<file path="config.mk">
export PLATFORM = sky130hd
export DESIGN_NAME = utf8_stream_decoder
export DESIGN_NICKNAME = d
export VERILOG_FILES = /design/src/hw/rtl/utf8sd_pkg.sv /design/src/hw/rtl/utf8sd_decode_unit.sv /design/src/hw/rtl/utf8_stream_decoder.sv
export VERILOG_INCLUDE_DIRS = /design/src /design/src/hw/rtl
export SDC_FILE = /design/constraint.sdc
export NUM_CORES = 1
export LEC_CHECK = 0
export ABC_CLOCK_PERIOD_IN_PS = 4900
export BUFFER_PORTS_ARGS = -buffer_cell sky130_fd_sc_hd__buf_4
export CORE_AREA = 2 2 110 112
export CTS_BUF_LIST = sky130_fd_sc_hd__clkbuf_16
export DETAILED_ROUTE_END_ITERATION = 10
export DIE_AREA = 0 0 112 114
export HOLD_SLACK_MARGIN = 0.15
export PLACE_DENSITY = 0.54
export SETUP_SLACK_MARGIN = 0.3
export SYNTH_ARGS = -nofsm -noshare
export SYNTH_HDL_FRONTEND = slang
export SYNTH_SLANG_ARGS = --single-unit
export TNS_END_PERCENT = 5
</file>
<file path="constraint.sdc">
create_clock -name i_clk -period 4.9 [get_ports i_clk]
set_input_delay 0.98 -clock i_clk [delete_from_list [all_inputs] [get_ports i_clk]]
set_output_delay 0.98 -clock i_clk [all_outputs]
set_load 0.005 [all_outputs]
</file>
<file path="src/hw/rtl/utf8_stream_decoder_defines.svh">
// ----------------------------------------------------------------------------
// UTF-8 stream decoder assertion macros
// Shared assertion wrappers for the decoder RTL.
// ----------------------------------------------------------------------------
`ifndef UTF8_STREAM_DECODER_DEFINES_SVH
`define UTF8_STREAM_DECODER_DEFINES_SVH

// Check a property on every clock edge outside reset.
`define UTF8SD_ASSERT(label, prop, msg) \
    label: assert property (@(posedge i_clk) disable iff (!i_rst_n) (prop)) \
        else $error(msg);

// Check a property on every clock edge, reset included.
`define UTF8SD_ASSERT_ALWAYS(label, prop, msg) \
    label: assert property (@(posedge i_clk) (prop)) else $error(msg);

`endif

</file>
<file path="src/hw/rtl/utf8sd_pkg.sv">
// ----------------------------------------------------------------------------
// UTF-8 stream decoder package
// Types, constants and decode-step result shared by the decoder modules.
// ----------------------------------------------------------------------------
package utf8sd_pkg;

    localparam int BYTE_W    = 8;
    localparam int CP_W      = 21;
    localparam int HOLD_D    = 4;
    localparam int AVAIL_W   = 3;
    localparam int TDATA_O_W = 24;

    localparam logic [CP_W-1:0] REPLACEMENT = 21'h00FFFD;
    localparam logic [CP_W-1:0] MAX_SCALAR  = 21'h10FFFF;
    localparam logic [CP_W-1:0] SURR_LO     = 21'h00D800;
    localparam logic [CP_W-1:0] SURR_HI     = 21'h00DFFF;
    localparam logic [CP_W-1:0] MIN_2BYTE   = 21'h000080;
    localparam logic [CP_W-1:0] MIN_3BYTE   = 21'h000800;
    localparam logic [CP_W-1:0] MIN_4BYTE   = 21'h010000;

    localparam logic [BYTE_W-1:0] LEAD2_MASK = 8'hE0;
    localparam logic [BYTE_W-1:0] LEAD2_CODE = 8'hC0;
    localparam logic [BYTE_W-1:0] LEAD3_MASK = 8'hF0;
    localparam logic [BYTE_W-1:0] LEAD3_CODE = 8'hE0;
    localparam logic [BYTE_W-1:0] LEAD4_MASK = 8'hF8;
    localparam logic [BYTE_W-1:0] LEAD4_CODE = 8'hF0;
    localparam logic [1:0]        CONT_TAG   = 2'b10;

    typedef enum logic {
        ST_IDLE,
        ST_DECODE
    } t_state;

    typedef enum logic [1:0] {
        ACT_EMIT,
        ACT_HOLD,
        ACT_TERM
    } t_act;

    typedef struct packed {
        t_act              act;
        logic [CP_W-1:0]   cp;
        logic              sub;
        logic [AVAIL_W-1:0] adv;
    } t_dec_res;

endpackage

</file>
<file path="src/hw/rtl/utf8sd_decode_unit.sv">
// ----------------------------------------------------------------------------
// UTF-8 decode step
// Decodes the sequence at the head of the pending window: one code point,
// a replacement, a hold of an incomplete sequence, or the terminator.
// ----------------------------------------------------------------------------
module utf8sd_decode_unit
    import utf8sd_pkg::*;
(
    input  logic [HOLD_D-1:0][BYTE_W-1:0] i_win,
    input  logic [AVAIL_W-1:0]            i_avail,
    input  logic                          i_fin,
    output t_dec_res                      o_res
);

    logic [1:0]      extra;
    logic [AVAIL_W-1:0] seq_len;
    logic            bad_cont;
    logic [CP_W-1:0] cp;
    logic            bad_range;

    always_comb begin
        if ((i_win[0] & LEAD2_MASK) == LEAD2_CODE) begin
            extra = 2'd1;
        end else if ((i_win[0] & LEAD3_MASK) == LEAD3_CODE) begin
            extra = 2'd2;
        end else if ((i_win[0] & LEAD4_MASK) == LEAD4_CODE) begin
            extra = 2'd3;
        end else begin
            extra = 2'd0;
        end
        seq_len = {1'b0, extra} + 3'd1;

        bad_cont = (i_win[1][7:6] != CONT_TAG)
                || (extra >= 2'd2 && i_win[2][7:6] != CONT_TAG)
                || (extra == 2'd3 && i_win[3][7:6] != CONT_TAG);

        case (extra)
            2'd1:    cp = {10'd0, i_win[0][4:0], i_win[1][5:0]};
            2'd2:    cp = {5'd0, i_win[0][3:0], i_win[1][5:0], i_win[2][5:0]};
            2'd3:    cp = {i_win[0][2:0], i_win[1][5:0], i_win[2][5:0], i_win[3][5:0]};
            default: cp = {13'd0, i_win[0]};
        endcase

        bad_range = (extra == 2'd1 && cp < MIN_2BYTE)
                 || (extra == 2'd2 && cp < MIN_3BYTE)
                 || (extra == 2'd3 && cp < MIN_4BYTE)
                 || cp > MAX_SCALAR
                 || (cp >= SURR_LO && cp <= SURR_HI);

        o_res.act = ACT_EMIT;
        o_res.cp  = {13'd0, i_win[0]};
        o_res.sub = 1'b0;
        o_res.adv = 3'd1;

        if (i_win[0] == '0) begin
            o_res.act = ACT_TERM;
            o_res.cp  = '0;
        end else if (!i_win[0][7]) begin
            o_res.cp = {13'd0, i_win[0]};
        end else if (extra == 2'd0) begin
            o_res.cp  = REPLACEMENT;
            o_res.sub = 1'b1;
        end else if (seq_len > i_avail) begin
            if (i_fin) begin
                o_res.cp  = REPLACEMENT;
                o_res.sub = 1'b1;
                o_res.adv = i_avail;
            end else begin
                o_res.act = ACT_HOLD;
                o_res.adv = i_avail;
            end
        end else if (bad_cont) begin
            o_res.cp  = REPLACEMENT;
            o_res.sub = 1'b1;
        end else if (bad_range) begin
            o_res.cp  = REPLACEMENT;
            o_res.sub = 1'b1;
            o_res.adv = seq_len;
        end else begin
            o_res.cp  = cp;
            o_res.adv = seq_len;
        end
    end

endmodule

</file>
<file path="src/hw/rtl/utf8_stream_decoder.sv">
// ----------------------------------------------------------------------------
// UTF-8 stream decoder
// Byte-serial UTF-8 to code point decoder with U+FFFD replacement.
// ----------------------------------------------------------------------------
// Input channel s_*: one text byte per item in s_tdata, s_tlast marks the
// last byte of the text. Output channel m_*: one code point per item in
// m_tdata[20:0], m_tuser set on a replacement, m_tlast on the last result of
// the text or on the NUL terminator.
// An accepted byte is appended to the pending window; the sequencer then runs
// the shared decode step once per cycle over the window, each step giving at
// most one result, until the window is used up, a NUL ends the text or an
// incomplete sequence is held for the next byte. After the accept in ST_IDLE,
// each decode step in ST_DECODE gives a result or a hold; a bad continuation
// replays the bytes after the lead. The first result is registered by the first
// decode step after the accept. s_tready is low while a byte is being decoded.
// A full output register that is not taken stalls the decode step; the input
// then stays blocked until the byte's last result is registered.
// Reset drops any held bytes, clears the terminated flag and empties the
// output register.
// ----------------------------------------------------------------------------
module utf8_stream_decoder
    import utf8sd_pkg::*;
(
    input  logic                 i_clk,
    input  logic                 i_rst_n,
    input  logic                 s_tvalid,
    output logic                 s_tready,
    input  logic [BYTE_W-1:0]    s_tdata,   // [7:0] text_byte
    input  logic                 s_tlast,   // final_byte
    output logic                 m_tvalid,
    input  logic                 m_tready,
    output logic [TDATA_O_W-1:0] m_tdata,   // [20:0] code_point, [23:21] zero
    output logic                 m_tuser,   // [0] substituted
    output logic                 m_tlast    // end_of_text
);

`include "utf8_stream_decoder_defines.svh"

    t_state                        r_state, n_state;
    logic [HOLD_D-1:0][BYTE_W-1:0] r_pend, n_pend;
    logic [AVAIL_W-1:0]            r_avail, n_avail;
    logic                          r_fin, n_fin;
    logic                          r_term, n_term;
    logic                          r_m_valid, n_m_valid;
    logic [CP_W-1:0]               r_m_cp;
    logic                          r_m_sub;
    logic                          r_m_eot;
    logic                          out_free;
    logic                          load;
    logic                          eot;
    t_dec_res                      dec;

    utf8sd_decode_unit u_decode (
        .i_win   (r_pend),
        .i_avail (r_avail),
        .i_fin   (r_fin),
        .o_res   (dec)
    );

    assign out_free = !r_m_valid || m_tready;

    always_comb begin
        n_state = r_state;
        n_pend  = r_pend;
        n_avail = r_avail;
        n_fin   = r_fin;
        n_term  = r_term;
        load    = 1'b0;
        eot     = 1'b0;
        unique case (r_state)
            ST_IDLE: begin
                if (s_tvalid) begin
                    if (r_term) begin
                        if (s_tlast) begin
                            n_term = 1'b0;
                        end
                    end else begin
                        n_pend[r_avail[1:0]] = s_tdata;
                        n_avail              = r_avail + 3'd1;
                        n_fin                = s_tlast;
                        n_state              = ST_DECODE;
                    end
                end
            end
            ST_DECODE: begin
                if (out_free) begin
                    unique case (dec.act)
                        ACT_TERM: begin
                            load    = 1'b1;
                            eot     = 1'b1;
                            n_term  = !r_fin;
                            n_avail = '0;
                            n_state = ST_IDLE;
                        end
                        ACT_HOLD: begin
                            n_state = ST_IDLE;
                        end
                        ACT_EMIT: begin
                            load = 1'b1;
                            if (dec.adv == r_avail) begin
                                eot     = r_fin;
                                n_avail = '0;
                                n_state = ST_IDLE;
                            end else begin
                                n_avail = r_avail - dec.adv;
                                n_pend  = r_pend >> {dec.adv, 3'b000};
                            end
                        end
                        default: begin
                            n_state = ST_IDLE;
                        end
                    endcase
                end
            end
            default: begin
                n_state = ST_IDLE;
            end
        endcase

        if (load) begin
            n_m_valid = 1'b1;
        end else if (m_tready) begin
            n_m_valid = 1'b0;
        end else begin
            n_m_valid = r_m_valid;
        end
    end

    always_ff @(posedge i_clk) begin
        if (!i_rst_n) begin
            r_state   <= ST_IDLE;
            r_avail   <= '0;
            r_term    <= 1'b0;
            r_m_valid <= 1'b0;
        end else begin
            r_state   <= n_state;
            r_avail   <= n_avail;
            r_term    <= n_term;
            r_m_valid <= n_m_valid;
        end
    end

    always_ff @(posedge i_clk) begin
        r_pend <= n_pend;
        r_fin  <= n_fin;
        if (load) begin
            r_m_cp  <= dec.cp;
            r_m_sub <= dec.sub;
            r_m_eot <= eot;
        end
    end

    assign s_tready = (r_state == ST_IDLE);
    assign m_tvalid = r_m_valid;
    assign m_tdata  = {{(TDATA_O_W-CP_W){1'b0}}, r_m_cp};
    assign m_tuser  = r_m_sub;
    assign m_tlast  = r_m_eot;

    `UTF8SD_ASSERT(a_idle_holds_partial, s_tready |-> r_avail <= 3'd3, "idle window too full")
    `UTF8SD_ASSERT(a_decode_has_bytes, r_state == ST_DECODE |-> r_avail != 3'd0, "decode on empty window")
    `UTF8SD_ASSERT(a_term_no_hold, r_term |-> r_avail == 3'd0, "bytes held after terminator")
    `UTF8SD_ASSERT(a_sub_is_fffd, m_tvalid && m_tuser |-> m_tdata[CP_W-1:0] == REPLACEMENT, "substitute not U+FFFD")
    `UTF8SD_ASSERT(a_stall_blocks_decode, r_state == ST_DECODE && m_tvalid && !m_tready |=> r_avail == $past(r_avail), "decode advanced while stalled")

endmodule

</file>
# ---- After elaboration in Yosys (flattened, before gate mapping)
# Cells that the tools add are included.
dict set report op_classes {
  n_addsub 3
  multipliers 0
  n_div 0
  n_lt_le_gt_ge 10
  eq_ne 18
  n_shift 1
  muxes 54
  n_bitwise 3
  n_reduce_logical 28
}
# cell n
set ops {}
lappend ops {{2-to-1 mux 32 bit} 5}
lappend ops {{one-hot mux 32 bit (2 select lines)} 1}
lappend ops {{one-hot mux 21 bit (3 select lines)} 1}
lappend ops {{2-to-1 mux 22 bit} 2}
lappend ops {{2-to-1 mux 21 bit} 2}
lappend ops {{bitwise mux 32 bit} 1}
lappend ops {{right shift 32 x 6 -> 32 bit} 1}
lappend ops {{2-to-1 mux 25 bit} 1}
lappend ops {{2-to-1 mux 3 bit} 8}
lappend ops {{2-to-1 mux 23 bit} 1}
lappend ops {{>= comparator 21 x 16 -> 1 bit, second input constant} 1}
lappend ops {{greater-than comparator 21 bit, second input constant} 1}
lappend ops {{less-or-equal comparator 21 x 16 -> 1 bit, second input constant} 1}
lappend ops {{< comparator 21 x 12 -> 1 bit, second input constant} 1}
lappend ops {{< comparator 21 x 17 -> 1 bit, second input constant} 1}
lappend ops {{< comparator 21 x 8 -> 1 bit, second input constant} 1}
lappend ops {{2-to-1 mux 1 bit} 19}
lappend ops {{2-to-1 mux 17 bit} 1}
lappend ops {{demux 8 bit (select 2 bit)} 1}
lappend ops {{!= test 2 bit, second input constant} 6}
lappend ops {{one-hot mux 3 bit (2 select lines)} 2}
lappend ops {{2-to-1 mux 2 bit} 5}
lappend ops {{logical NOT 8 bit} 1}
lappend ops {{2-to-1 mux 8 bit} 1}
lappend ops {{28 further kinds} 52}
dict set report totals {
  regBits 62
  latchBits 0
  ram_bits 0
  romBits 0
  input_bits 13
  output_inout_bits 28
  wordCells 131
  memories 0
}

# ---- Longest topological paths before layout
dict set report depth {
  word_depth 24
  depth_mapped 16
  depth_no_buf 16
}

# ---- By module
# A second synthesis with hierarchy kept.
dict set report unflattened {
  hier_cells 361
  area_unflattened_um2 3772.4
}
# mod instances cells_per_inst area_each_um2 seq_area_each_um2
set modules_own_cells {}
lappend modules_own_cells {utf8_stream_decoder 1 220 2813.9 1801.7}
lappend modules_own_cells {utf8sd_decode_unit 1 141 958.4 0.0}

# ---- Worst setup path after synthesis
# OpenSTA, ideal clock, no wires.
dict set report synth_timing {
  path_type {reg-to-reg}
  start {reg r_pend[3] in the netlist's numbering}
  end {reg r_pend[0] in the netlist's numbering, enable pin}
  setup_time_ns 0.383
  arrival_ns 3.735
  t_required_ns 4.517
  setup_slack_ns 0.781
  path_stages_with_launch 15
  path_buffers 1
  period_less_slack_ns 4.119
  path_cell_list {edfxtp_1 and2_1 or2_1 ha_1 inv_1 ha_1 a211oi_1 nor4_1 a21oi_1 buf_2 ha_1 nand2_1 or3_1 a31oi_1 nor3_1}
}
dict set report synth_between {
  elab_chain_cells 16
  elab_cells_between_ends 28
  cone_classes {1 x add/sub; 2 x order compare; 5 x eq/ne; 12 x mux; 8 x reduce/logical}
}
# item line_no
set synth_lines {}
lappend synth_lines {{start, declared} utf8_stream_decoder.sv:40} ;# logic [HOLD_D-1:0][BYTE_W-1:0] r_pend, n_pend;
lappend synth_lines {{start signal, assigned} utf8_stream_decoder.sv:144} ;# r_pend <= n_pend;
lappend synth_lines {{parallel branches: the longest is 15 deep, another holds adder 2 x 1 -> 3 bit} -}
lappend synth_lines {{AND reduction 5 bit (no line) (*)} -}
# Mark *: on every way between the ends.
# A chain may end at the register's enable or synchronous reset.

# ---- Worst setup path in the final report
dict set report layout_timing {
  start {reg r_pend[3] in the netlist's numbering}
  end {reg r_pend[3] in the netlist's numbering, enable pin}
}
# The elaborated chain is that of the path after synthesis.

==> metrics.csv <==
stage,metric,value,unit
cts,clockRootBuffer,clkbuf_16,
power_and_ir_drop,irDropWorstVdd,188.1,uV
place,dp.cells,534,
timing,period_needed,4.534,ns
synthesis,seq_area_frac_synth,47.92,%
hold_path,hp-class,flop to flop,
place,io_buffer_count,37,
final_layout,drive_gt1_share,16.87,%
floorplan,io_pins,41,
synthesis,synth_fa_ha_area_share,4.859,%
final_layout,diodes,0,
synthesis,ys_async_sr_fraction,0,%
timing,setup_violations,0,
final_layout,finalNetCount,425,
routing,drt_wl_total,10230,um
routing,viasPerCell,5.775,
timing,drv_slew,0,
synthesis,synth_xor_area_share,0.2329,%
synthesis,yosysWarnings,0,
global_route,overflow,0,
floorplan,coreArea,11710,sq um
final_layout,mostFrequentLayoutCells,"edfxtp_1, buf_4, nor2_1",
synthesis,synth_top_family_by_area,compound AO/OA/AOI/OAI gates,
timing,rsz0062_at_grt,true,
global_route,antenna_found_initial,0,
setup_path,worstPathMaxFanout,8,
floorplan,fp.dieW,112,um
timing,finalHoldViolations,0,
synthesis,ys.flop_type,edfxtp_1,
timing,fin_setup_tns,0,ns
synthesis,syn_area,3760,sq um
routing,vias,3176,
timing,tightest_slew,1.091,ns
timing,whs,0.5039,ns
final_layout,final-instance-count-excl-fill,550,
global_route,grtUsageTotal,16.32,%
cts,insertion_delay,0.34,ns
routing,detail_route.first_pass.iterations,7,
final_layout,area_delta_synth_final,20.83,%
synthesis,ys_ff_latch,62,
setup_path,critPathRequiredTime,4.85,ns
global_route,grt_pass1_vias,3042,
setup_path,arrival,4.48,ns
timing,fin_crit_sh,92.52,%
power_and_ir_drop,p_per_area,491.4,nW/um^2
synthesis,syn_avg_cell_area,10.39,sq um
place,dpl_cell_area,4188,sq um
setup_path,cp-start-kind,flop,
place,hpwl,7587,um
floorplan,die_h,114,um
global_route,grt_max_degree,30,
final_layout,final_common_cell,edfxtp_1,
setup_path,crit_type,flop to flop,
place,place_congestion,0.8522,
timing,timing.fmax,0.2206,GHz
synthesis,synthCells,362,
synthesis,synthSimpleGateAreaFrac,14.08,%
routing,ant_nets,0,
final_layout,final_cell_area,4543,sq um
power_and_ir_drop,leakage,1.762,nW
setup_path,reg2reg_slack,0.37,ns
floorplan,initial_core_util,32.10,%
final_layout,final_util,38.79,%
setup_path,endpoint_kind,flop,
global_route,grt_pass1_wl,16480,um
routing,first_iter_violations,345,
status,outcome,completed,
cts,ctsHoldBuffers,0,
synthesis,synth_edf_count,56,
cts,clock-sinks,62,
routing,drc,0,
synthesis,synth_compound_area_share,26.09,%
cts,htreeDepth,3,
cts,path_clk_slew,0.05,ns
cts,cts_buffers,9,
synthesis,muxShareOfSynthArea,2.962,%
routing,wire_per_inst,18.60,um
cts,cts_tree,built,
cts,clk_path_buf_depth,2,
timing,relSlewSlack,27.14,%
floorplan,rows,40,
timing,fin_worst_skew,0.009768,ns
synthesis,yosysUniqueCellTypes,63,
job,max_cap_violations,0,
floorplan,dieArea,12770,sq um
Yosys cell counts (6+ instances only):
library cell   n  share of area, %
nand2_1       24               2.4
a22oi_1       10               2.0
a222oi_1      10               2.7
ha_1          13               4.3
a21o_1        11               2.2
nor3_1         7              0.93
clkbuf_1      10               1.0
edfxtp_1      56                45
a21oi_1       23               3.1
nor2_1        27               2.7
mux2i_1       10               2.7
o21ai_0       12               1.6
inv_1         13               1.3
dfxtp_1        6               3.2
nor2b_1        9               1.5
and3_1         6               1.0
a211oi_1       7               1.4
o21ai_1       11               1.5
a22o_1        19               4.4
state kept, by name (all words and copies together), names as in the netlist:
register  count
m_tlast       1
r_term        1
m_tvalid      1
r_avail       3
m_tuser       1
r_state       1
r_fin         1
r_m_cp       21
r_pend       32
worst max-delay path, cell delays in order (launching register included):
cell and delay (ns):
edfxtp_1 0.45, and2_1 0.24, or2_1 0.28, ha_1 0.34
inv_1 0.05, ha_1 0.30, a211o_1 0.33, nand2_1 0.18
mux2i_1 0.25, nand2b_1 0.16, ha_1 0.26, nand2_1 0.10
or4_1 0.13, a31oi_1 0.17, nor3_1 0.91
kinds of logic after synthesis:
group / Yosys count
AO/OA/AOI/OAI: 135
XOR/XNOR: 1
adder cells (fa/ha/maj): 14
buffers and inverters: 34
flip-flops: 62
multiplexers: 11
other: 1
AND/OR/NAND/NOR: 104
layer usage:
layer / up-vias / GRT usage, % / routed length [um]
met5: - / 0 / 0
met3: 23 / 3.135 / 600
met2: 134 / 26.59 / 4803
li1: 1486 / - / -
met1: 1533 / 22.20 / 4659
met4: 0 / 5.041 / 168
final timing paths:
| check | to | depth (start not counted) | startpoint |
|---|---|---|---|
| worst max-delay path | r_pend[3] | 14 | r_pend[3] |
| worst min-delay path | r_term | 2 | r_term |
| worst max register to register | r_pend[3] | 14 | r_pend[3] |
| worst min register to register | r_term | 2 | r_term |
power breakdown:
part,switching (mW),internal (mW)
Clock,0.250,0.504
Sequential,0.104,0.717
Combinational,0.401,0.257
Total,0.755,1.48
stage by stage:
step           setup WS (ns)  power, mW
2_1_floorplan         0.7811      1.250
3_3_place_gp          0.5022      1.467
3_5_place_dp          0.3231      1.478
4_1_cts               0.3043      2.240
5_1_grt              0.06921      2.350
6_report              0.3664      2.232
repair_timing:
action / 4_1_cts / 5_1_grt
setup buffers: 0 / 0
gates resized for setup: 0 / 1
setup endpoints to repair: 0 / 32
layout make-up:
type / count / area, sq um
Inverter: 14 / 52.55
Timing Repair Buffer: 43 / 322.8
Fill cell: 1174 / 7168
Tap cell: 147 / 183.9
Sequential cell: 62 / 1802
Clock buffer: 9 / 225.2
Clock inverter: 7 / 125.1
Multi-Input combinational cell: 268 / 1832
No activity file was read; power rests on OpenSTA's default activity.
